### src/hdl/ssfb_pkg.sv
// ---------------------------------------------------------------------------
// ssfb_pkg
// Types, command bytes and glyph tables of the seven-segment frame builder.
// ---------------------------------------------------------------------------
`default_nettype none

package ssfb_pkg;

    // request kinds
    typedef enum logic [1:0] {
        FUNC_DECIMAL = 2'd0,
        FUNC_TEXT    = 2'd1,
        FUNC_SINGLE  = 2'd2,
        FUNC_BRIGHT  = 2'd3
    } t_func;

    // command bytes of the driver chip
    localparam logic [7:0] CMD_AUTO_INC = 8'h40;
    localparam logic [7:0] ADDR_FIRST   = 8'hC0;
    localparam logic [7:0] CMD_FIXED    = 8'h44;
    localparam logic [7:0] CMD_CTRL     = 8'h87;
    localparam logic [7:0] SEP_BIT      = 8'h80;
    localparam logic [3:0] BRIGHT_MAX   = 4'd8;

    // bytes per frame group
    localparam logic [2:0] LEN_FOUR   = 3'd6;
    localparam logic [2:0] LEN_SINGLE = 3'd3;
    localparam logic [2:0] LEN_BRIGHT = 3'd1;

    // quotient by ten: exact for every 14-bit x
    function automatic logic [10:0] div10(input logic [13:0] x);
        logic [29:0] p;
        p = {16'b0, x} * 30'd52429;
        return p[29:19];
    endfunction

    // remainder by ten from a known quotient
    function automatic logic [3:0] rem10(input logic [13:0] x, input logic [10:0] q);
        logic [13:0] m;
        logic [13:0] r;
        m = {3'b0, q} * 14'd10;
        r = x - m;
        return r[3:0];
    endfunction

    // decimal digit to segments
    function automatic logic [7:0] digit_glyph(input logic [3:0] d);
        logic [7:0] g;
        unique case (d)
            4'd0:    g = 8'h3f;
            4'd1:    g = 8'h06;
            4'd2:    g = 8'h5b;
            4'd3:    g = 8'h4f;
            4'd4:    g = 8'h66;
            4'd5:    g = 8'h6d;
            4'd6:    g = 8'h7d;
            4'd7:    g = 8'h07;
            4'd8:    g = 8'h7f;
            4'd9:    g = 8'h6f;
            default: g = 8'h00;
        endcase
        return g;
    endfunction

    // ASCII to segments, blank where no glyph exists
    function automatic logic [7:0] char_glyph(input logic [7:0] ch);
        logic [7:0] g;
        unique case (ch)
            8'h5f:         g = 8'h08; // underscore
            8'h5e:         g = 8'h01; // caret
            8'h2d:         g = 8'h40; // dash
            8'h2a:         g = 8'h63; // star, shown as degree
            8'h41:         g = 8'h77;
            8'h61:         g = 8'h5f;
            8'h42, 8'h62:  g = 8'h7c;
            8'h43:         g = 8'h39;
            8'h63:         g = 8'h58;
            8'h44, 8'h64:  g = 8'h5e;
            8'h45, 8'h65:  g = 8'h79;
            8'h46, 8'h66:  g = 8'h71;
            8'h47, 8'h67:  g = 8'h7d;
            8'h48:         g = 8'h76;
            8'h68:         g = 8'h74;
            8'h49:         g = 8'h06;
            8'h69:         g = 8'h04;
            8'h4a:         g = 8'h1e;
            8'h6a:         g = 8'h16;
            8'h4b, 8'h6b:  g = 8'h75;
            8'h4c, 8'h6c:  g = 8'h38;
            8'h4d, 8'h6d:  g = 8'h37;
            8'h4e, 8'h6e:  g = 8'h54;
            8'h4f, 8'h6f:  g = 8'h5c;
            8'h50, 8'h70:  g = 8'h73;
            8'h51:         g = 8'h7b;
            8'h71:         g = 8'h67;
            8'h52, 8'h72:  g = 8'h50;
            8'h53, 8'h73:  g = 8'h6d;
            8'h54, 8'h74:  g = 8'h78;
            8'h55, 8'h75:  g = 8'h1c;
            8'h56, 8'h76:  g = 8'h3e;
            8'h57:         g = 8'h7e;
            8'h77:         g = 8'h2a;
            8'h58, 8'h78:  g = 8'h76;
            8'h59, 8'h79:  g = 8'h6e;
            8'h5a, 8'h7a:  g = 8'h1b;
            default:       g = 8'h00; // space and everything else
        endcase
        return g;
    endfunction

endpackage

`default_nettype wire

### src/hdl/ssfb_if.sv
// ---------------------------------------------------------------------------
// ssfb_if
// Valid/ready channels: display requests in, link bytes out.
// ---------------------------------------------------------------------------
`default_nettype none

// request channel
interface ssfb_req_if import ssfb_pkg::*; ();
    logic        valid;
    logic        ready;
    t_func       func;
    logic [13:0] number;
    logic        separator;
    logic [7:0]  char_first;
    logic [7:0]  char_second;
    logic [7:0]  char_third;
    logic [7:0]  char_fourth;
    logic [7:0]  position_address;
    logic [7:0]  segment_pattern;

    modport source (
        output valid, func, number, separator, char_first, char_second,
               char_third, char_fourth, position_address, segment_pattern,
        input  ready
    );
    modport sink (
        input  valid, func, number, separator, char_first, char_second,
               char_third, char_fourth, position_address, segment_pattern,
        output ready
    );
endinterface

// link byte channel
interface ssfb_rsp_if ();
    logic       valid;
    logic       ready;
    logic [7:0] link_byte;
    logic       frame_start;
    logic       frame_stop;
    logic       last;

    modport source (
        output valid, link_byte, frame_start, frame_stop, last,
        input  ready
    );
    modport sink (
        input  valid, link_byte, frame_start, frame_stop, last,
        output ready
    );
endinterface

`default_nettype wire

### src/hdl/seven_segment_frame_builder.sv
// ---------------------------------------------------------------------------
// seven_segment_frame_builder
// Turns display requests into tagged link bytes for a four-digit driver.
// ---------------------------------------------------------------------------
// Usage:
//   i_req carries one request per beat (decimal, text, single position or
//   brightness). o_rsp carries one link byte per beat with its start/stop
//   tags; last marks the final byte of a request. i_cfg_we/i_cfg_wdata load
//   the brightness register, to be written only while the block is idle.
//   Pipeline: input register, first digit split, second digit split, then a
//   frame shift register that holds up to six bytes. A request passes
//   through these in order before its first byte is shown. The output
//   port sets the throughput at one byte per cycle while the receiver is
//   ready; a decimal or text request is six bytes, single position three,
//   brightness one. Up to three requests wait in stages as a frame drains.
//   Reset clears all valid flags and the brightness register (display off).
//   When the receiver stalls, the current byte holds and the stages fill
//   up; i_req.ready drops only once every stage is occupied.
// ---------------------------------------------------------------------------
`default_nettype none

module seven_segment_frame_builder import ssfb_pkg::*; (
    input  wire        i_clk,
    input  wire        i_rst_n,
    input  wire        i_cfg_we,
    input  wire [3:0]  i_cfg_wdata,
    ssfb_req_if.sink   i_req,
    ssfb_rsp_if.source o_rsp
);

    // brightness register
    logic [3:0] r_bright;

    // stage A: registered request
    logic        r_a_valid;
    t_func       r_a_func;
    logic [13:0] r_a_number;
    logic        r_a_sep;
    logic [3:0][7:0] r_a_char;
    logic [7:0]  r_a_addr;
    logic [7:0]  r_a_pat;

    // stage B: units digit done, text glyphs mapped
    logic        r_b_valid;
    t_func       r_b_func;
    logic [10:0] r_b_q;
    logic        r_b_sep;
    logic [3:0][7:0] r_b_seg;
    logic [7:0]  r_b_addr;
    logic [7:0]  r_b_pat;

    // stage C: tens digit done
    logic        r_c_valid;
    t_func       r_c_func;
    logic [7:0]  r_c_q;
    logic        r_c_sep;
    logic [3:0][7:0] r_c_seg;
    logic [7:0]  r_c_addr;
    logic [7:0]  r_c_pat;

    // frame shift register
    logic [2:0]  r_s_left;
    logic [7:0]  r_s_byte  [6];
    logic        r_s_start [6];
    logic        r_s_stop  [6];

    logic        s_free, c_ready, b_ready, a_ready;
    logic        out_fire;

    logic [10:0] n_b_q;
    logic [3:0]  n_b_r;
    logic [3:0][7:0] n_b_seg;
    logic [10:0] n_c_q;
    logic [3:0]  n_c_r;
    logic [3:0][7:0] n_c_seg;
    logic [10:0] s_q3;
    logic [3:0]  s_r2;
    logic [3:0]  s_d0;
    logic [3:0][7:0] s_seg;
    logic [3:0]  s_bright;
    logic [2:0]  n_s_left;
    logic [7:0]  n_s_byte  [6];
    logic        n_s_start [6];
    logic        n_s_stop  [6];

    // elastic pipeline control
    assign out_fire    = o_rsp.valid && o_rsp.ready;
    assign s_free      = (r_s_left == 3'd0) || ((r_s_left == 3'd1) && o_rsp.ready);
    assign c_ready     = !r_c_valid || s_free;
    assign b_ready     = !r_b_valid || c_ready;
    assign a_ready     = !r_a_valid || b_ready;
    assign i_req.ready = a_ready;

    // brightness register write
    always_ff @(posedge i_clk) begin
        if (!i_rst_n) begin
            r_bright <= 4'd0;
        end else if (i_cfg_we) begin
            r_bright <= i_cfg_wdata;
        end
    end

    // stage A
    always_ff @(posedge i_clk) begin
        if (!i_rst_n) begin
            r_a_valid <= 1'b0;
        end else if (a_ready) begin
            r_a_valid <= i_req.valid;
        end
    end

    always_ff @(posedge i_clk) begin
        if (a_ready && i_req.valid) begin
            r_a_func    <= i_req.func;
            r_a_number  <= i_req.number;
            r_a_sep     <= i_req.separator;
            r_a_char[0] <= i_req.char_first;
            r_a_char[1] <= i_req.char_second;
            r_a_char[2] <= i_req.char_third;
            r_a_char[3] <= i_req.char_fourth;
            r_a_addr    <= i_req.position_address;
            r_a_pat     <= i_req.segment_pattern;
        end
    end

    // A to B: units digit, glyph lookup for text
    always_comb begin
        n_b_q = div10(r_a_number);
        n_b_r = rem10(r_a_number, n_b_q);
        for (int k = 0; k < 4; k++) begin
            n_b_seg[k] = char_glyph(r_a_char[k]);
        end
        if (r_a_func == FUNC_DECIMAL) begin
            n_b_seg[3] = digit_glyph(n_b_r);
        end
    end

    always_ff @(posedge i_clk) begin
        if (!i_rst_n) begin
            r_b_valid <= 1'b0;
        end else if (b_ready) begin
            r_b_valid <= r_a_valid;
        end
    end

    always_ff @(posedge i_clk) begin
        if (b_ready && r_a_valid) begin
            r_b_func <= r_a_func;
            r_b_q    <= n_b_q;
            r_b_sep  <= r_a_sep;
            r_b_seg  <= n_b_seg;
            r_b_addr <= r_a_addr;
            r_b_pat  <= r_a_pat;
        end
    end

    // B to C: tens digit
    always_comb begin
        n_c_q   = div10({3'b0, r_b_q});
        n_c_r   = rem10({3'b0, r_b_q}, n_c_q);
        n_c_seg = r_b_seg;
        if (r_b_func == FUNC_DECIMAL) begin
            n_c_seg[2] = digit_glyph(n_c_r);
        end
    end

    always_ff @(posedge i_clk) begin
        if (!i_rst_n) begin
            r_c_valid <= 1'b0;
        end else if (c_ready) begin
            r_c_valid <= r_b_valid;
        end
    end

    always_ff @(posedge i_clk) begin
        if (c_ready && r_b_valid) begin
            r_c_func <= r_b_func;
            r_c_q    <= n_c_q[7:0];
            r_c_sep  <= r_b_sep;
            r_c_seg  <= n_c_seg;
            r_c_addr <= r_b_addr;
            r_c_pat  <= r_b_pat;
        end
    end

    // C to frame: hundreds and thousands digits, then frame assembly
    always_comb begin
        s_q3  = div10({6'b0, r_c_q});
        s_r2  = rem10({6'b0, r_c_q}, s_q3);
        // thousands digit wraps above 9999
        s_d0  = (s_q3[4:0] >= 5'd10) ? 4'(s_q3[4:0] - 5'd10) : s_q3[3:0];
        s_seg = r_c_seg;
        if (r_c_func == FUNC_DECIMAL) begin
            s_seg[1] = digit_glyph(s_r2) | (r_c_sep ? SEP_BIT : 8'h00);
            s_seg[0] = digit_glyph(s_d0);
        end
        s_bright = (r_bright > BRIGHT_MAX) ? BRIGHT_MAX : r_bright;

        for (int k = 0; k < 6; k++) begin
            n_s_byte[k]  = 8'h00;
            n_s_start[k] = 1'b0;
            n_s_stop[k]  = 1'b0;
        end
        unique case (r_c_func)
            FUNC_DECIMAL, FUNC_TEXT: begin
                n_s_left     = LEN_FOUR;
                n_s_byte[0]  = CMD_AUTO_INC;
                n_s_start[0] = 1'b1;
                n_s_stop[0]  = 1'b1;
                n_s_byte[1]  = ADDR_FIRST;
                n_s_start[1] = 1'b1;
                n_s_byte[2]  = s_seg[0];
                n_s_byte[3]  = s_seg[1];
                n_s_byte[4]  = s_seg[2];
                n_s_byte[5]  = s_seg[3];
                n_s_stop[5]  = 1'b1;
            end
            FUNC_SINGLE: begin
                n_s_left     = LEN_SINGLE;
                n_s_byte[0]  = CMD_FIXED;
                n_s_start[0] = 1'b1;
                n_s_stop[0]  = 1'b1;
                n_s_byte[1]  = r_c_addr;
                n_s_start[1] = 1'b1;
                n_s_byte[2]  = r_c_pat;
                n_s_stop[2]  = 1'b1;
            end
            FUNC_BRIGHT: begin
                n_s_left     = LEN_BRIGHT;
                n_s_byte[0]  = CMD_CTRL + {4'b0, s_bright};
                n_s_start[0] = 1'b1;
                n_s_stop[0]  = 1'b1;
            end
        endcase
    end

    // frame shift register: load a new frame or shift one byte out
    always_ff @(posedge i_clk) begin
        if (!i_rst_n) begin
            r_s_left <= 3'd0;
        end else if (r_c_valid && s_free) begin
            r_s_left <= n_s_left;
        end else if (out_fire) begin
            r_s_left <= r_s_left - 3'd1;
        end
    end

    always_ff @(posedge i_clk) begin
        if (r_c_valid && s_free) begin
            r_s_byte  <= n_s_byte;
            r_s_start <= n_s_start;
            r_s_stop  <= n_s_stop;
        end else if (out_fire) begin
            for (int k = 0; k < 5; k++) begin
                r_s_byte[k]  <= r_s_byte[k+1];
                r_s_start[k] <= r_s_start[k+1];
                r_s_stop[k]  <= r_s_stop[k+1];
            end
        end
    end

    // output beat
    assign o_rsp.valid       = (r_s_left != 3'd0);
    assign o_rsp.link_byte   = r_s_byte[0];
    assign o_rsp.frame_start = r_s_start[0];
    assign o_rsp.frame_stop  = r_s_stop[0];
    assign o_rsp.last        = (r_s_left == 3'd1);

endmodule

`default_nettype wire

### src/flat_wrapper.sv
// flat-port wrapper written by rule: the top's interface ports become plain ports
module seven_segment_frame_builder_flat import ssfb_pkg::*;
  (i_clk, i_rst_n, i_cfg_we, i_cfg_wdata, i_req_valid, i_req_func, i_req_number, i_req_separator, i_req_char_first, i_req_char_second, i_req_char_third, i_req_char_fourth, i_req_position_address, i_req_segment_pattern, i_req_ready, o_rsp_valid, o_rsp_link_byte, o_rsp_frame_start, o_rsp_frame_stop, o_rsp_last, o_rsp_ready);
  ssfb_req_if i_req_i ();
  ssfb_rsp_if o_rsp_i ();
  input  wire i_clk;
  input  wire i_rst_n;
  input  wire i_cfg_we;
  input  wire [3:0] i_cfg_wdata;
  input wire logic [$bits(i_req_i.valid)-1:0] i_req_valid;
  input wire logic [$bits(i_req_i.func)-1:0] i_req_func;
  input wire logic [$bits(i_req_i.number)-1:0] i_req_number;
  input wire logic [$bits(i_req_i.separator)-1:0] i_req_separator;
  input wire logic [$bits(i_req_i.char_first)-1:0] i_req_char_first;
  input wire logic [$bits(i_req_i.char_second)-1:0] i_req_char_second;
  input wire logic [$bits(i_req_i.char_third)-1:0] i_req_char_third;
  input wire logic [$bits(i_req_i.char_fourth)-1:0] i_req_char_fourth;
  input wire logic [$bits(i_req_i.position_address)-1:0] i_req_position_address;
  input wire logic [$bits(i_req_i.segment_pattern)-1:0] i_req_segment_pattern;
  output wire logic [$bits(i_req_i.ready)-1:0] i_req_ready;
  output wire logic [$bits(o_rsp_i.valid)-1:0] o_rsp_valid;
  output wire logic [$bits(o_rsp_i.link_byte)-1:0] o_rsp_link_byte;
  output wire logic [$bits(o_rsp_i.frame_start)-1:0] o_rsp_frame_start;
  output wire logic [$bits(o_rsp_i.frame_stop)-1:0] o_rsp_frame_stop;
  output wire logic [$bits(o_rsp_i.last)-1:0] o_rsp_last;
  input wire logic [$bits(o_rsp_i.ready)-1:0] o_rsp_ready;
  assign i_req_i.valid = i_req_valid;
  assign i_req_i.func = i_req_func;
  assign i_req_i.number = i_req_number;
  assign i_req_i.separator = i_req_separator;
  assign i_req_i.char_first = i_req_char_first;
  assign i_req_i.char_second = i_req_char_second;
  assign i_req_i.char_third = i_req_char_third;
  assign i_req_i.char_fourth = i_req_char_fourth;
  assign i_req_i.position_address = i_req_position_address;
  assign i_req_i.segment_pattern = i_req_segment_pattern;
  assign i_req_ready = i_req_i.ready;
  assign o_rsp_valid = o_rsp_i.valid;
  assign o_rsp_link_byte = o_rsp_i.link_byte;
  assign o_rsp_frame_start = o_rsp_i.frame_start;
  assign o_rsp_frame_stop = o_rsp_i.frame_stop;
  assign o_rsp_last = o_rsp_i.last;
  assign o_rsp_i.ready = o_rsp_ready;
  seven_segment_frame_builder u_core (.i_clk(i_clk), .i_rst_n(i_rst_n), .i_cfg_we(i_cfg_we), .i_cfg_wdata(i_cfg_wdata), .i_req(i_req_i), .o_rsp(o_rsp_i));
endmodule
### config.mk
export PLATFORM = sky130hd
export DESIGN_NAME = seven_segment_frame_builder_flat
export DESIGN_NICKNAME = d
export VERILOG_FILES = /design/src/hdl/ssfb_pkg.sv /design/src/hdl/ssfb_if.sv /design/src/hdl/seven_segment_frame_builder.sv /design/src/flat_wrapper.sv
export SDC_FILE = /design/constraint.sdc
export NUM_CORES = 1
export LEC_CHECK = 0
export BUFFER_PORTS_ARGS = -buffer_cell sky130_fd_sc_hd__buf_2
export CELL_PAD_IN_SITES_DETAIL_PLACEMENT = 1
export CELL_PAD_IN_SITES_GLOBAL_PLACEMENT = 1
export CORE_UTILIZATION = 30
export DETAILED_ROUTE_END_ITERATION = 6
export PLACE_DENSITY = 0.63
export SYNTH_ARGS = -nofsm -noshare
export SYNTH_HDL_FRONTEND = slang
export SYNTH_MEMORY_MAX_BITS = 65536
export SYNTH_SLANG_ARGS = --single-unit
### constraint.sdc
create_clock -name i_clk -period 6.4 [get_ports i_clk]
set_input_delay 1.6 -clock i_clk [delete_from_list [all_inputs] [get_ports i_clk]]
set_output_delay 1.6 -clock i_clk [all_outputs]
set_load 0.05 [all_outputs]
==> results by group <==
Status
  – Status: completed

Global route
  – Global route overflow: 0
  – First-pass GRT wire length: 79.4 mm
  – Largest net degree at the start of global routing: 69
  – Vias in the first global route: 15100
  – GRT Overall Usage: 0.147
  – Antenna violations before repair: 0

Clock tree
  – H-tree Lvls: 1
  – Worst-Skew Late Latency: 0.59 ns
  – CTS tree: built
  – Hold Buf Count CTS: 0
  – CTS Sinks: 249
  – Worst-path clk slew: 0.06 ns
  – Clock Path Buffers: 3
  – Total CTS buffers: 30
  – Root Buffer Master: clkbuf_16

Timing
  – Fin crit share: 0.977
  – Max Transition Viols Final: 0
  – Worst Tran Pin Value: 1.01 ns
  – FMAX: 160 MHz
  – Setup TNS: 0 ns
  – Final Skew: 0.0273 ns
  – Finish-stage setup viols: 0
  – Rel. slew slack: 0.305
  – Final Hold Vio Count: 0
  – Minimum clock period: 6.26 ns
  – Final WS setup: 0.144 ns
  – RSZ-0062 raised after global routing: true

Route
  – # DRC: 0
  – DR vias: 13900
  – Vias per cell: 4.89
  – Drt wl/cell: 17.4 µm
  – Number of routed nets with antenna violations: 0
  – DRT iter0 DRCs: 581
  – Total Routed Length: 49.4 mm
  – DRT Pass-1 Iters: 5

Logic synthesis
  – Post-synthesis area per instance: 10.8 µm²
  – EDFF count, synth: 229
  – Yosys reg bits: 249
  – Synth top area cells: edfxtp_1 35%, ha_1 18%, fa_1 11%
  – Main flop type after synthesis: edfxtp_1
  – Leading area contributor after synthesis: edfxtp_1
  – Post-Syn Area: 0.0195 mm²
  – Syn Inst Count: 1818
  – Ys Warns: 0
  – Post-synth top area share: 0.352
  – Share of flip-flops with an asynchronous set or reset: 0
  – Seq/Total Area, Yosys: 0.372
  – Synth cell types: 86
  – Mapped Nets: 2288

Floorplanning
  – Ports: 87
  – Die area: 0.0662 mm²
  – Rows: 93
  – Core area: 0.0645 mm²
  – Die Height: 257 µm
  – Initial Util: 0.303
  – Die W: 257 µm

Layout
  – Layout cells sized above 1: 0.171
  – Diode count: 0
  – Final core utilization: 0.357
  – Most common cell after layout, fill and taps aside: ha_1
  – Leading cell types in the layout, fill and taps excluded: 265 x ha_1, 235 x inv_1, 229 x edfxtp_1, 145 x nand2_1, 105 x fa_1
  – Area Overhead vs Synth: 17.9%
  – # nets final: 2429

Critical path
  – Setup CP Type: reg -> reg
  – Worst EP arrival: 6.58 ns
  – Worst Setup Start Kind: register
  – Worst Path Required: 6.73 ns
  – Crit. End Element: register
  – R2R cell count: 24
  – Reg2reg end: u_core.n_c_seg[26]$_DFFE_PP_
  – R2R Setup Slk: 0.14 ns
  – Max FO, Critical Path: 6
  – FF-to-FF Start: u_core.r_a_number[12]$_DFFE_PP_

Run
  – Max-cap violations: 0

Worst hold path
  – WHS Endpoint: u_core.r_c_pat[1]$_DFFE_PP_
  – Path type of the worst min-delay path: reg -> reg
  – Hold_sp: u_core.r_b_pat[1]$_DFFE_PP_
  – Hold path cells: 0

Placement
  – Routability-driven placement congestion ratio: 0.847
  – Pre-CTS setup slack: -0.244 ns
  – PortBufs: 86
  – Dpl hpwl: 37.9 mm
==> cell type report <==
cell class / count / area (µm²)
clock buffer: 35 / 800
timing repair buffer: 176 / 1160
tap: 855 / 1070
fill: 7174 / 41400
clock inverter: 21 / 352
multi-input combinational: 1255 / 11500
sequential: 249 / 7280
inverter: 247 / 927
==> stage by stage <==
stage | hold WS (ns) | area [µm²] | cells
2_1_floorplan | 0.400 | 19500 | 1818
6_report | 0.420 | 23000 | 2838
3_5_place_dp | 0.406 | 21400 | 2771
4_1_cts | 0.421 | 22600 | 2827
3_3_place_gp | 0.406 | 21400 | 2771
5_1_grt | 0.426 | 23000 | 2838
==> worst max-delay path by stage <==
stage / startpoint / cells past startpoint / slack [ns] / to
global route: u_core.r_a_number[9]$_DFFE_PP_ / 23 / -0.14 / u_core.n_c_seg[27]$_DFFE_PP_
floorplan: u_core.r_c_q[5]$_DFFE_PP_ / 24 / 0.10 / u_core.r_s_byte[27]$_DFFE_PP_
global placement: u_core.r_a_number[12]$_DFFE_PP_ / 22 / -0.01 / u_core.n_c_seg[26]$_DFFE_PP_
CTS: u_core.r_a_number[12]$_DFFE_PP_ / 21 / 0.006 / u_core.n_c_seg[26]$_DFFE_PP_
finish: u_core.r_a_number[12]$_DFFE_PP_ / 24 / 0.14 / u_core.n_c_seg[26]$_DFFE_PP_
detailed placement: u_core.r_a_number[12]$_DFFE_PP_ / 22 / -0.24 / u_core.n_c_seg[26]$_DFFE_PP_
==> cells in the mapped netlist, types with 4 or more instances <==
cell type	count
buf_1	4
o22ai_1	17
edfxtp_1	229
nand4_1	7
a22oi_1	4
and2_1	8
nand2b_1	13
buf_4	9
mux2i_1	41
nand3_1	33
o211ai_1	16
a221o_1	6
a211oi_1	20
o41ai_1	5
xnor2_1	19
a41oi_1	4
inv_1	245
nor3_1	25
and3_1	5
ha_1	285
o21a_1	6
clkbuf_1	49
o221ai_1	5
xor2_1	12
a31oi_1	18
nor2b_1	27
or2_2	8
a21o_1	12
fa_1	111
mux2_2	8
nand2_1	146
o21ai_0	96
a221oi_1	11
o21bai_1	4
a2111oi_0	5
dfxtp_1	20
a21boi_0	4
nor3b_1	6
o31ai_1	9
a21oi_1	101
o311ai_0	7
o2111ai_1	4
nor2_1	86
==> per-layer routing <==
metal  part of all wire  up-vias  track usage
met1               0.45     6931        0.188
met3              0.024       52       0.0162
met5                  0        -            0
met2               0.51      150        0.265
met4              0.015        0       0.0309
li1                   -     6737            -
==> what timing repair did <==
action / in CTS / in global routing
gates cloned: 0 / 1
gates resized for setup: 11 / 78
pin swaps: 4 / 43
setup buffers: 0 / 10
setup endpoints to repair: 17 / 27
==> critical path, stage by stage (launching register included) <==
cell and delay (ns):
edfxtp_1 0.43, inv_1 0.07, ha_1 0.29, inv_1 0.08, fa_1 0.45, fa_1 0.48, fa_1 0.52, fa_1 0.56
fa_2 0.45, ha_2 0.35, o21ai_2 0.06, nand2b_1 0.10, a21oi_2 0.07, nor2_1 0.12, o21ai_1 0.10, buf_4 0.15
o21ai_2 0.13, and2_4 0.16, nor2_2 0.05, fa_2 0.35, xor2_1 0.18, xnor3_2 0.36, buf_6 0.16, mux2i_1 0.12
a22o_1 0.19
==> state kept, by name (all words and copies together) (netlist names), 2 cells and up, named ones only <==
| signal | count |
|---|---|
| u_core.r_a_func | 2 |
| u_core.r_c_seg | 28 |
| u_core.r_b_func | 2 |
| u_core.r_c_q | 8 |
| u_core.o_rsp.link_byte | 8 |
| u_core.r_s_left | 3 |
| u_core.r_a_pat | 8 |
| u_core.r_b_addr | 8 |
| u_core.r_b_seg | 7 |
| u_core.n_c_seg | 21 |
| u_core.r_bright | 4 |
| u_core.r_a_addr | 8 |
| u_core.r_s_stop | 5 |
| u_core.r_b_q | 11 |
| u_core.r_c_func | 2 |
| u_core.r_a_number | 14 |
| u_core.r_c_addr | 8 |
| u_core.r_c_pat | 8 |
| u_core.r_a_char | 32 |
| u_core.r_s_byte | 38 |
| u_core.r_b_pat | 8 |
==> cells by family after synthesis <==
| group | share of synthesized area |
|---|---|
| flip-flops | 0.372 |
| AO/OA/AOI/OAI | 0.131 |
| XOR/XNOR | 0.0179 |
| multiplexers | 0.0256 |
| adder cells (fa/ha/maj) | 0.296 |
| buffers and inverters | 0.0637 |
| AND/OR/NAND/NOR | 0.0938 |
Power is left out: the tool's default activity adds up to more than one toggle a clock period on the data nets, which glitch-free logic cannot reach.
